<file path="src/hdl/bldq_pkg.sv">
// shared types and codes for the bounded deque with search
package bldq_pkg;

	// operation codes
	localparam logic [2:0] OP_PUSH_FRONT = 3'd0;
	localparam logic [2:0] OP_PUSH_BACK  = 3'd1;
	localparam logic [2:0] OP_POP_FRONT  = 3'd2;
	localparam logic [2:0] OP_POP_BACK   = 3'd3;
	localparam logic [2:0] OP_SEARCH     = 3'd4;
	localparam logic [2:0] OP_CLEAR      = 3'd5;

	// status codes
	localparam logic [1:0] ST_OK   = 2'd0;
	localparam logic [1:0] ST_ERR  = 2'd1;
	localparam logic [1:0] ST_FULL = 2'd2;

	// default sizes
	localparam int DEPTH_DEF      = 16;
	localparam int DATA_WIDTH_DEF = 32;

	// per-cycle command broadcast to every cell
	typedef struct packed {
		logic shift_r;  // move toward the back, front cell takes the new value
		logic shift_l;  // move toward the front
		logic append;   // cell at the current count takes the new value
	} cell_ctrl_t;

endpackage

</file>
<file path="src/hdl/bounded_list_deque_with_search_top.sv">
// top level of the bounded deque with membership search
//
// Usage: drive func and data_value with start high; an item is taken at a
// clock edge where start is high and busy is low. busy is high only while
// the block comes out of reset and low otherwise, so one item per cycle can
// be issued back to back.
// Each item gives exactly one result: done pulses for one cycle, the cycle
// after the item was taken, with status and entry_count (count after the
// operation). The receiver cannot stall; the result is valid only in the
// done cycle.
// Throughput 1 item per cycle: the row of DEPTH cells
// shifts for front pushes and pops and compares every entry against the
// key in parallel, so the cost of a cycle is one compare per cell plus the
// OR over all match bits.
// Reset clears the count (store empty) and the result strobe; entry
// contents are left as they are and are never read before written.
module bounded_list_deque_with_search_top #(
	parameter int DEPTH      = bldq_pkg::DEPTH_DEF,
	parameter int DATA_WIDTH = bldq_pkg::DATA_WIDTH_DEF
) (
	input  logic        clk,
	input  logic        arst_n,
	input  logic        start,
	output logic        busy,
	input  logic [2:0]  func,
	input  logic [31:0] data_value,
	output logic        done,
	output logic [1:0]  status,
	output logic [4:0]  entry_count
);

	localparam int CNT_W = $clog2(DEPTH + 1);

	logic                  accept;
	logic                  busy_q;
	logic [CNT_W-1:0]      cnt_q;
	logic [CNT_W-1:0]      cnt_d;
	logic                  done_q;
	logic [1:0]            status_q;
	logic [1:0]            status_d;
	logic [4:0]            entry_count_q;
	logic [DATA_WIDTH-1:0] key;
	logic                  full;
	logic                  empty;
	logic                  hit;
	logic [DEPTH-1:0]      match_w;
	logic [DATA_WIDTH-1:0] data_w [DEPTH];
	bldq_pkg::cell_ctrl_t  ctrl;

	assign accept = start && !busy_q;
	assign key    = DATA_WIDTH'(data_value);
	assign full   = cnt_q == CNT_W'(DEPTH);
	assign empty  = cnt_q == '0;
	assign hit    = |match_w;

	// row of cells, each shifting with its neighbors
	for (genvar i = 0; i < DEPTH; i++) begin : g_cell
		logic [DATA_WIDTH-1:0] prev_w;
		logic [DATA_WIDTH-1:0] next_w;
		if (i == 0) begin : g_first
			assign prev_w = key;
		end else begin : g_mid_prev
			assign prev_w = data_w[i-1];
		end
		if (i == DEPTH - 1) begin : g_last
			assign next_w = data_w[i];
		end else begin : g_mid_next
			assign next_w = data_w[i+1];
		end
		bldq_cell #(
			.DATA_WIDTH(DATA_WIDTH),
			.CNT_W     (CNT_W),
			.IDX       (i)
		) u_cell (
			.clk      (clk),
			.ctrl     (ctrl),
			.count    (cnt_q),
			.key      (key),
			.prev_data(prev_w),
			.next_data(next_w),
			.data     (data_w[i]),
			.match    (match_w[i])
		);
	end

	// operation decode: cell commands, next count and status
	always_comb begin
		ctrl     = '0;
		cnt_d    = cnt_q;
		status_d = bldq_pkg::ST_ERR;
		if (accept) begin
			unique case (func)
				bldq_pkg::OP_PUSH_FRONT, bldq_pkg::OP_PUSH_BACK: begin
					if (full) begin
						status_d = bldq_pkg::ST_FULL;
					end else begin
						ctrl.shift_r = func == bldq_pkg::OP_PUSH_FRONT;
						ctrl.append  = func == bldq_pkg::OP_PUSH_BACK;
						cnt_d        = cnt_q + 1'b1;
						status_d     = bldq_pkg::ST_OK;
					end
				end
				bldq_pkg::OP_POP_FRONT, bldq_pkg::OP_POP_BACK: begin
					if (!empty) begin
						ctrl.shift_l = func == bldq_pkg::OP_POP_FRONT;
						cnt_d        = cnt_q - 1'b1;
						status_d     = bldq_pkg::ST_OK;
					end
				end
				bldq_pkg::OP_SEARCH: begin
					status_d = hit ? bldq_pkg::ST_OK : bldq_pkg::ST_ERR;
				end
				bldq_pkg::OP_CLEAR: begin
					if (!empty) begin
						cnt_d    = '0;
						status_d = bldq_pkg::ST_OK;
					end
				end
				default: begin
					status_d = bldq_pkg::ST_ERR;
				end
			endcase
		end
	end

	// count, result registers and reset busy
	always_ff @(posedge clk or negedge arst_n) begin
		if (!arst_n) begin
			busy_q        <= 1'b1;
			cnt_q         <= '0;
			done_q        <= 1'b0;
			status_q      <= bldq_pkg::ST_OK;
			entry_count_q <= '0;
		end else begin
			busy_q <= 1'b0;
			cnt_q  <= cnt_d;
			done_q <= accept;
			if (accept) begin
				status_q      <= status_d;
				entry_count_q <= 5'(cnt_d);
			end
		end
	end

	assign busy        = busy_q;
	assign done        = done_q;
	assign status      = status_q;
	assign entry_count = entry_count_q;

`ifndef SYNTHESIS
	// count never runs past the row length
	a_cnt_bound: assert property (@(posedge clk) disable iff (!arst_n)
		cnt_q <= CNT_W'(DEPTH))
		else $error("count above depth");

	// every taken item gives one result in the next cycle
	a_done_follows: assert property (@(posedge clk) disable iff (!arst_n)
		accept |=> done)
		else $error("missing result");

	// no result without an item
	a_no_spurious: assert property (@(posedge clk) disable iff (!arst_n)
		!accept |=> !done)
		else $error("result without item");

	// a refused push leaves the store full
	a_full_status: assert property (@(posedge clk) disable iff (!arst_n)
		(done && status == bldq_pkg::ST_FULL) |-> cnt_q == CNT_W'(DEPTH))
		else $error("full status on non-full store");
`endif

endmodule

</file>
<file path="src/hdl/bldq_cell.sv">
// one storage cell of the deque: holds an entry, shifts, compares against the key
module bldq_cell #(
	parameter int DATA_WIDTH = bldq_pkg::DATA_WIDTH_DEF,
	parameter int CNT_W      = 5,
	parameter int IDX        = 0
) (
	input  logic                   clk,
	input  bldq_pkg::cell_ctrl_t   ctrl,
	input  logic [CNT_W-1:0]       count,
	input  logic [DATA_WIDTH-1:0]  key,
	input  logic [DATA_WIDTH-1:0]  prev_data,
	input  logic [DATA_WIDTH-1:0]  next_data,
	output logic [DATA_WIDTH-1:0]  data,
	output logic                   match
);

	logic [DATA_WIDTH-1:0] entry_q;
	logic                  occupied;

	// cell holds a live entry when its position is below the count
	assign occupied = CNT_W'(IDX) < count;
	assign match    = occupied && (entry_q == key);
	assign data     = entry_q;

	// entry register, no reset needed
	always_ff @(posedge clk) begin
		if (ctrl.shift_r) begin
			entry_q <= prev_data;
		end else if (ctrl.shift_l) begin
			entry_q <= next_data;
		end else if (ctrl.append && (count == CNT_W'(IDX))) begin
			entry_q <= key;
		end
	end

endmodule

</file>
<file path="config.mk">
export PLATFORM = sky130hd
export DESIGN_NAME = bounded_list_deque_with_search_top
export DESIGN_NICKNAME = d
export VERILOG_FILES = /design/src/hdl/bldq_pkg.sv /design/src/hdl/bounded_list_deque_with_search_top.sv /design/src/hdl/bldq_cell.sv
export SDC_FILE = /design/constraint.sdc
export NUM_CORES = 1
export LEC_CHECK = 0
export BUFFER_PORTS_ARGS = -buffer_cell sky130_fd_sc_hd__buf_2
export CORE_MARGIN = 2
export CORE_UTILIZATION = 40
export DETAILED_ROUTE_END_ITERATION = 12
export GPL_TIMING_DRIVEN = 0
export PLACE_DENSITY = 0.54
export SLEW_MARGIN = 20
export SYNTH_ARGS = -nofsm -noshare
export SYNTH_HDL_FRONTEND = slang
export SYNTH_SLANG_ARGS = --single-unit
export TNS_END_PERCENT = 5
</file>
<file path="constraint.sdc">
create_clock -name clk -period 13.8 [get_ports clk]
set_clock_uncertainty 0.05 [all_clocks]
set_input_delay 2.76 -clock clk [delete_from_list [all_inputs] [get_ports clk]]
set_output_delay 2.76 -clock clk [all_outputs]
set_load 0.02 [all_outputs]
</file>
# Yosys cells after proc, flatten, opt, wreduce, memory -nomap -nowiden
# Cells that the tools add are included.
# W data, S select, Z words.
# totals
input_bits,38
word_cells,198
reg_bits,526
# classes
addsub,2
n_eq_ne,38
n_reduce_logical,57
muxes,64
magnitude_cmp,16
# op_table
op,count
$mux W32,48
$eq A32 B32 Y1,16
$reduce_bool A3 Y1,15
$eq A5 B4 Y1 const B,8
$lt A4 B5 Y1 const A,8
$logic_and A1 B1 Y1,33
$eq A5 B3 Y1 const B,4
$lt A3 B5 Y1 const A,4
$mux W5,4
$reduce_or A16 Y1,1
$pmux W5 S3,1
$eq A5 B2 Y1 const B,2
$lt A1 B5 Y1 const A,2
$lt A2 B5 Y1 const A,2
$mux W1,8
$eq A3 B2 Y1 const B,2
$eq A3 B3 Y1 const B,2
$pmux W2 S3,1
$add A5 B1 Y5 const B,1
$eq A5 B1 Y1 const B,1
$eq A5 B5 Y1 const B,1
$logic_not A5 Y1,1
$sub A5 B1 Y5 const B,1
$reduce_or A2 Y1,2
9 further kinds,9

# Depth between registers and ports, before layout
# Gate-level depths: netlist (run 1).
# logic_depth
ltp_word,8
ltp_mapped,14
ltp_nobuf,11

# Cells and area by module
# A second synthesis (run 1) with hierarchy kept.
# hier_totals
cells_unflattened,3097
area_unflattened_um2,33017.9
# modules_own_cells
mod,cells_per_inst,seq_area_each_um2,area_per_inst_um2,instances
bldq_cell (g_cell[3].u_cell ...),187,960.9,2009.4,2
bldq_cell (g_cell[0].u_cell),185,960.9,2011.9,1
bldq_cell (g_cell[2].u_cell),186,960.9,2011.9,1
bldq_cell (g_cell[14].u_cell),186,960.9,2010.7,1
bldq_cell (g_cell[9].u_cell),185,960.9,2009.4,1
bldq_cell (g_cell[8].u_cell),188,960.9,2008.2,1
bldq_cell (g_cell[10].u_cell),186,960.9,2003.2,1
bldq_cell (g_cell[6].u_cell),185,960.9,2003.2,1
bldq_cell (g_cell[1].u_cell),185,960.9,2001.9,1
bldq_cell (g_cell[12].u_cell),189,960.9,2000.7,1
bldq_cell (g_cell[13].u_cell),186,960.9,1999.4,1
bldq_cell (g_cell[11].u_cell),186,960.9,1998.2,1
bldq_cell (g_cell[15].u_cell),185,960.9,1991.9,1
bldq_cell (g_cell[4].u_cell),187,960.9,1989.4,1
+2 rows,--,--,--,--

# Worst setup path after synthesis (run 1)
# Ideal clock, no wire load.
# synth_path
path_kind,input -> register
start,input port func[1]
end,register g_cell[6].u_cell.entry_q[0] (enable)
arrival_time_ns,6.960
slack_ns,6.279
n_path_buf,1
stages,6
cell_sequence,clkbuf_1 -> nor2_2 -> nand2_1 -> nor3_1 -> nand2_1 -> o41ai_1
# synth_between
elab_chain_cells,6
# synth_lines
item,line,text
start: declaration,bounded_list_deque_with_search_top.sv:25,"input logic [2:0] func,"
$eq A3 B1 Y1 or $logic_not A3 Y1 (tied branches),"bounded_list_deque_with_search_top.sv:92, bounded_list_deque_with_search_top.sv:98, bounded_list_deque_with_search_top.sv:97",
$mux W1 or $reduce_or A2 Y1 (tied branches),"bounded_list_deque_with_search_top.sv:94, bounded_list_deque_with_search_top.sv:92",
$mux W1,bounded_list_deque_with_search_top.sv:92,unique case (func)
$mux W3 *,bounded_list_deque_with_search_top.sv:91,if (accept) begin
$logic_and A1 B1 Y1,bldq_cell.sv:31,end else if (ctrl.append && (count == CNT_W'(IDX))) begin
$reduce_bool A3 Y1 (no source line) *,--,
end signal: assignment,bldq_cell.sv:28,entry_q <= prev_data;
end signal: assignment,bldq_cell.sv:30,entry_q <= next_data;
end signal: assignment,bldq_cell.sv:32,entry_q <= key;
end: declaration,bldq_cell.sv:17,logic [DATA_WIDTH-1:0] entry_q;
# Every way passes the cells marked *; elsewhere a longest branch is shown, timed or not.
# A chain may end at the register's enable or synchronous reset.

# Worst setup path in the final report (run 1)
# layout_path
start,input port func[2]
end,register g_cell[6].u_cell.entry_q[19] (enable)
# The elaborated chain is that of the path after synthesis.

==> results of run 1 <==
==> synthesized netlist by cell type (8+ instances only) <==
| library cell | n |
|---|---|
| o21ai_0 | 23 |
| dfrtp_1 | 13 |
| xor2_1 | 205 |
| mux2_2 | 62 |
| nor3_1 | 19 |
| inv_1 | 11 |
| a21oi_1 | 12 |
| buf_4 | 30 |
| nor4_1 | 59 |
| buf_2 | 100 |
| nor2_1 | 11 |
| nand2_1 | 32 |
| and2_1 | 8 |
| edfxtp_1 | 512 |
| xnor2_1 | 306 |
| and2_4 | 24 |
| nand3_1 | 22 |
| nand4_1 | 88 |
| a221o_1 | 448 |
| clkbuf_1 | 81 |
==> worst paths after layout <==
| path | slack (ns) | end | from | cells after the start |
|---|---|---|---|---|
| max in group asynchronous | 11.44 | busy | arst_n | 1 |
| min in group asynchronous | 1.96 | status[0] | arst_n | 1 |
| min | 0.42 | entry_count[0] | entry_count[0] | 2 |
| max | 7.81 | g_cell[6].u_cell.data[19] | func[2] | 14 |
| min reg2reg | 0.42 | entry_count[0] | entry_count[0] | 2 |
| max reg2reg | 8.20 | g_cell[6].u_cell.data[19] | cnt_q[1] | 18 |
==> report_power, final <==
part	internal, W	total, W	switching, W
registers	0.00187	0.00195	0.0000809
logic	0.000263	0.000797	0.000534
clock network	0.000960	0.00165	0.000694
total	0.00309	0.00440	0.00131
==> state kept, by name (all words and copies together) (netlist names) <==
signal	cells
cnt_q	5
g_cell.u_cell.data	512
done	1
status	2
busy	1
entry_count	5
==> worst max-delay path: stages <==
cell	delay [ns]
buf_2	0.12
buf_1	0.21
nor2_2	0.22
nand2_1	0.21
nor3_4	0.54
nor2_4	0.19
buf_4	0.27
buf_2	0.28
o41ai_2	0.17
buf_2	0.31
buf_2	0.24
buf_2	0.25
buf_2	0.24
buf_2	0.24
==> kinds of logic (layout without fill, tap and decap cells) <==
kind of cell,count (synthesis),in the layout
AOI/OAI and AO/OA,514,514
xor gates and xnor gates,511,511
adders and majority gates,6,6
buffers and inverters,231,380
DFF,526,526
muxes,62,62
other,1,1
and+or+nand+nor,282,282
==> per-layer routing <==
layer | vias up | wire [um] | GRT usage (%) | part of all wire (%)
met5 | - | 0 | 0 | 0
met1 | 11000 | 49800 | 42.6 | 42
li1 | 8915 | - | - | -
met2 | 1169 | 54000 | 49.6 | 45
met3 | 228 | 7790 | 3.09 | 6.5
met4 | 0 | 8220 | 19.1 | 6.9
==> stage by stage <==
step	setup WS [ns]	hold WS [ns]	power, W
after floorplan	6.28	0.500	0.00242
after global placement	3.69	0.404	0.00273
after detailed placement	7.22	0.406	0.00276
after CTS	7.88	0.422	0.00439
after global routing	7.66	0.466	0.00449
final	7.81	0.419	0.00440
==> final cells by class <==
| cell class | count | area (um2) |
|---|---|---|
| fill | 6483 | 38800 |
| sequential | 526 | 15700 |
| multi-input combinational | 1376 | 12000 |
| clock buffer | 83 | 1720 |
| tap | 950 | 1190 |
| buffer | 219 | 1070 |
| timing repair buffer | 39 | 467 |
| clock inverter | 27 | 255 |
| inverter | 12 | 45.0 |
==> metrics.md, run 1 <==
| Metric | Value |
|---|---|
| Number of buffers inserted by hold repair at cts | `0` |
| Asr flop ratio synth | `2.66%` |
| Post-DRT Antenna Nets | `0` |
| Most frequent cells in the layout | `512 x edfxtp_1, 448 x a221o_1, 306 x xnor2_1, 205 x xor2_1, 119 x buf_2` |
| WP data arrival | `6.28 ns` |
| Xor-xnor portion of the synthesized cell area | `15.6%` |
| Post-synthesis cell type count | `50` |
| Synth Area per Inst | `13.5 um2` |
| DR iter-0 viols | `2679` |
| First-pass GRT wire length | `163000 um` |
| Area leader, netlist | `edfxtp_1` |
| Num ports | `47` |
| Placed Cells incl. Taps | `3122` |
| DRC errors left | `0` |
| Hold Path Class | `flip-flop to flip-flop` |
| Fraction of post-synthesis cell area in the top cell type by area | `53.6%` |
| Ys Warns | `0` |
| Post-Syn Area | `28700 um2` |
| LEAKAGE | `10.6 nW` |
| Sequential share of the synthesized area | `54.8%` |
| Post-DP HPWL | `98100 um` |
| Final setup violation count | `0` |
| Via count | `21300` |
| Crit Path Max Fanout | `10` |
| Max-slew headroom | `25.0%` |
| Fin Setup TNS | `0 ns` |
| Post-Synth Simple-Gate Area | `5.93%` |
| Commonest non-fill, non-tap cell in the layout | `edfxtp_1` |
| Final hold vios | `0` |
| Num CTS Buffers | `61` |
| Drt first pass iters | `6` |
| CTS tree | `done` |
| Layout area overhead | `13.2%` |
| Fin nets | `2279` |
| Gr usage total | `31.6%` |
| Synth Flop Type | `edfxtp_1` |
| Post-layout instance area | `32500 um2` |
| Vias in the first global route | `20300` |
| PortBufs | `14` |
| Final WL | `120000 um` |
| Worst Setup Start Kind | `input pin` |
| GP Congestion | `0.985` |
| Mux contribution to synthesized area | `2.43%` |
| Pin count of the biggest net entering global routing | `33` |
| Largest family of logic cells by synthesized area | `compound AO/OA/AOI/OAI gates` |
| Post-Layout Cell Count | `3232` |
| Register bit total from synthesis | `526` |
| Die H | `272 um` |
| Starting Density | `40.3%` |
| Std cell rows | `98` |
| Cells after synthesis | `2133` |
| Worst-path clk slew | `0.06 ns` |
| Post-CTS Resized | `0` |
| Shortest period the worst path allows | `5.99 ns` |
| Die area | `73900 um2` |
| Status | `finished clean` |
| CP Class | `input pin to flip-flop` |
| Synth top area cells | `edfxtp_1 54%, a221o_1 16%, xnor2_1 9.3%, xor2_1 6.3%, mux2_2 2.4%` |
| Synth Area in Compound Gates | `17.1%` |
| # diodes | `0` |
| Clock tree buffer depth | `3` |
| Clock Tree Root | `clkbuf_16` |
| Crit. End Element | `flip-flop` |
| Via/cell ratio | `6.58` |
| Net count after synthesis | `2177` |
| RSZ-0062 raised after global routing | `no` |
| Initial antenna violation count | `2` |
| Worst skew pair latency | `0.64 ns` |
| Worst VDD drop | `101 uV` |
| Post-synth EDFFs | `512` |
| Slew Limit Fails | `0` |
| Clock Sink Count | `526` |
| Power Density | `135 nW/um2` |
| FMAX | `167 MHz` |
| CORE AREA | `71200 um2` |
| Die Width | `272 um` |
| Synth Area in Adders | `0.262%` |
| Wire per inst | `37.1 um` |
| Placement Cell Area | `30500 um2` |
| CP Data Required Time | `14.09 ns` |
| CTS H-tree depth | `2` |
| Grt ovf | `0` |
| Period utilization | `43.4%` |
| Share of cells above drive strength 1 | `16.2%` |
| Final Util | `45.6%` |
| Least-Margin Pin Slew | `1.12 ns` |
| Max-cap violations | `0` |
| Post-CTS Setup Inserts | `0` |
Note: power is estimated with default switching activity, not from simulation.
==> run 2, diff against run 1 <==
ABC_AREA = 1   (was not set)
PLACE_DENSITY = 0.56   (was 0.54)
clock period = 5.42 ns   (was 13.8 ns; I/O delays follow)
==> metrics.md, run 2 <==
| Metric | Value |
|---|---|
| Sequential share of the synthesized area | `50.7% (-4.2 points)` |
| Slew Limit Fails | `0 (unchanged)` |
| DRC errors left | `0 (unchanged)` |
| Register bit total from synthesis | `526 (unchanged)` |
| Initial antenna violation count | `14 (+12)` |
| Clock Tree Root | `clkbuf_16` |
| Placement Cell Area | `33300 um2 (+9.1%)` |
| Post-DRT Antenna Nets | `0 (unchanged)` |
| FMAX | `192 MHz` |
| Max-slew headroom | `11.9% (-13 points)` |
| Crit. End Element | `flip-flop` |
| PortBufs | `34 (+20)` |
| Gr usage total | `48.8% (+17 points)` |
| Layout area overhead | `13.8%` |
| Shortest period the worst path allows | `5.22 ns` |
| CTS tree | `done` |
| Commonest non-fill, non-tap cell in the layout | `nand2_1` |
| Num CTS Buffers | `67 (+9.8%)` |
| Synth Flop Type | `edfxtp_1` |
| Period utilization | `96.3%` |
| Post-DP HPWL | `139000 um (+42%)` |
| CORE AREA | `77200 um2 (+8.4%)` |
| GP Congestion | `1.05 (+6.3%)` |
| Share of cells above drive strength 1 | `10.6% (-5.6 points)` |
| Vias in the first global route | `28900 (+43%)` |
| DR iter-0 viols | `6358 (+140%)` |
| Synth top area cells | `edfxtp_1 50%, nand2_1 15%, xnor2_1 3.9%, xor2_1 3.5%, inv_1 3.3%` |
| Die area | `79900 um2 (+8.1%)` |
| First-pass GRT wire length | `255000 um (+57%)` |
| Crit Path Max Fanout | `10 (unchanged)` |
| Starting Density | `40.2% (-0.067 points)` |
| Worst Setup Start Kind | `flip-flop` |
| Worst VDD drop | `213 uV (+110%)` |
| Num ports | `47 (unchanged)` |
| Post-Syn Area | `31000 um2 (+8.2%)` |
| Number of buffers inserted by hold repair at cts | `0 (unchanged)` |
| Power, Total | `0.0120 W (+170%)` |
| Most frequent cells in the layout | `1249 x nand2_1, 512 x edfxtp_1, 274 x inv_1, 228 x nor2_1, 195 x nand3_1` |
| Status | `finished clean` |
| Ys Warns | `0 (unchanged)` |
| Grt ovf | `0 (unchanged)` |
| Drt first pass iters | `7 (+1)` |
| WP data arrival | `5.48 ns (-0.80 ns)` |
| CP Data Required Time | `5.68 ns (-8.41 ns)` |
| Std cell rows | `102 (+4.1%)` |
| LEAKAGE | `13.8 nW (+30%)` |
| Hold Path Class | `input pin to async pin` |
| Final setup violation count | `0 (unchanged)` |
| Wire per inst | `40.9 um (+10%)` |
| Asr flop ratio synth | `2.66% (unchanged)` |
| Post-layout instance area | `35300 um2 (+8.8%)` |
| Final WL | `197000 um (+65%)` |
| Via count | `31800 (+49%)` |
| Post-synth EDFFs | `512 (unchanged)` |
| Die H | `283 um (+4.0%)` |
| Area leader, netlist | `edfxtp_1` |
| Fin Setup TNS | `0 ns (unchanged)` |
| Fraction of post-synthesis cell area in the top cell type by area | `49.5% (-4.1 points)` |
| Max-cap violations | `0 (unchanged)` |
| CP Class | `flip-flop to flip-flop` |
| RSZ-0062 raised after global routing | `no` |
| Count leader, synth | `nand2_1` |
| # fillers | `7812 (+20%)` |
| Worst skew pair latency | `0.66 ns (+0.02 ns)` |
| Die Width | `283 um (+4.0%)` |
| Clock tree buffer depth | `3 (unchanged)` |
| Least-Margin Pin Slew | `1.32 ns (+0.199 ns)` |
| Via/cell ratio | `6.59 (+0.18%)` |
| Pin count of the biggest net entering global routing | `23 (-30%)` |
| Final hold vios | `0 (unchanged)` |
| Clock Sink Count | `526 (unchanged)` |
| Post-synthesis cell type count | `43 (-14%)` |
| Net count after synthesis | `3631 (+67%)` |
| Post-CTS Resized | `0 (unchanged)` |
| Synth Area per Inst | `8.66 um2 (-36%)` |
| Post-CTS Setup Inserts | `0 (unchanged)` |
| Fin nets | `3762 (+65%)` |
| Cells after synthesis | `3587 (+68%)` |
| CTS H-tree depth | `3 (+1)` |
| Commonest cells post-synth | `1249 x nand2_1, 512 x edfxtp_1, 274 x inv_1` |
| Max reg flops | `512 (unchanged)` |
| Power Density | `340 nW/um2 (+150%)` |
| Worst-path clk slew | `0.06 ns (about the same)` |
==> run 2: final timing paths <==
kind,from,endpoint,slack (ns),cells after the start
worst max-delay path,cnt_q[0],g_cell[14].u_cell.data[27],0.20,15
worst min-delay path,arst_n,status[0],0.28,1
worst max register to register,cnt_q[0],g_cell[14].u_cell.data[27],0.20,15
worst min register to register,entry_count[2],entry_count[2],0.43,2
max in group asynchronous,arst_n,busy,4.75,1
min in group clk,entry_count[2],entry_count[2],0.43,2
==> run 2: cell families (layout without fill, tap and decap cells) <==
kind of cell	after synthesis	in the layout	share of synthesized area, %
DFF	526	526	50.7
AOI/OAI and AO/OA	518	518	11.5
adders and majority gates	6	6	0.242
buffers and inverters	511	691	7.30
other	1	10	0.0121
xor gates and xnor gates	261	261	7.36
and+or+nand+nor	1764	1764	22.9
==> run 2: per-layer routing <==
| layer | vias to the layer above | GRT usage, % | share of wire (%) |
|---|---|---|---|
| met5 | - | 0.122 | 0.036 |
| met4 | 10 | 44.1 | 11 |
| met3 | 967 | 21.0 | 16 |
| met2 | 3181 | 66.8 | 39 |
| met1 | 15200 | 57.6 | 34 |
| li1 | 12400 | - | - |
==> run 2: layout make-up <==
class | count | area (um2) | area share (%)
Timing Repair Buffer | 62 | 737 | 2.09
Clock buffer | 82 | 1800 | 5.08
Buffer | 221 | 1180 | 3.33
Clock inverter | 36 | 238 | 0.673
Sequential cell | 526 | 15700 | 44.5
Inverter | 290 | 1090 | 3.08
Antenna cell | 9 | 22.5 | 0.0637
Tap cell | 1040 | 1300 | 3.68
Multi-Input combinational cell | 2550 | 13200 | 37.5
==> run 2: where the power goes <==
group | internal, W | switching, W
Clock | 0.00245 | 0.00199
Sequential | 0.00477 | 0.000240
Combinational | 0.000596 | 0.00196
Total | 0.00781 | 0.00419
==> run 2: worst max-delay path: stages (launching register included) <==
cell and delay [ns]:
dfrtp_1 0.43, clkbuf_1 0.51, inv_1 0.43, ha_1 0.34, inv_1 0.19, nor2_1 0.06
nand2_1 0.16, nand2_1 0.13, inv_1 0.16, nand2_4 0.19, nand2_1 0.14, inv_2 0.05
buf_4 0.17, nand2_1 0.76, buf_2 0.81, o211ai_1 0.29
==> run 2: per-stage QoR <==
step                worst slack [ns]  std cells  utilization, %  hold slack [ns]
finish                         0.201       4816            45.8            0.283
global route                   0.440       4808            45.7            0.323
CTS                            0.770       4807            45.7            0.298
detailed placement             0.779       4689            43.1            0.411
global placement               -2.26       4661            42.1            0.412
floorplan                      0.553       3587               -            0.483
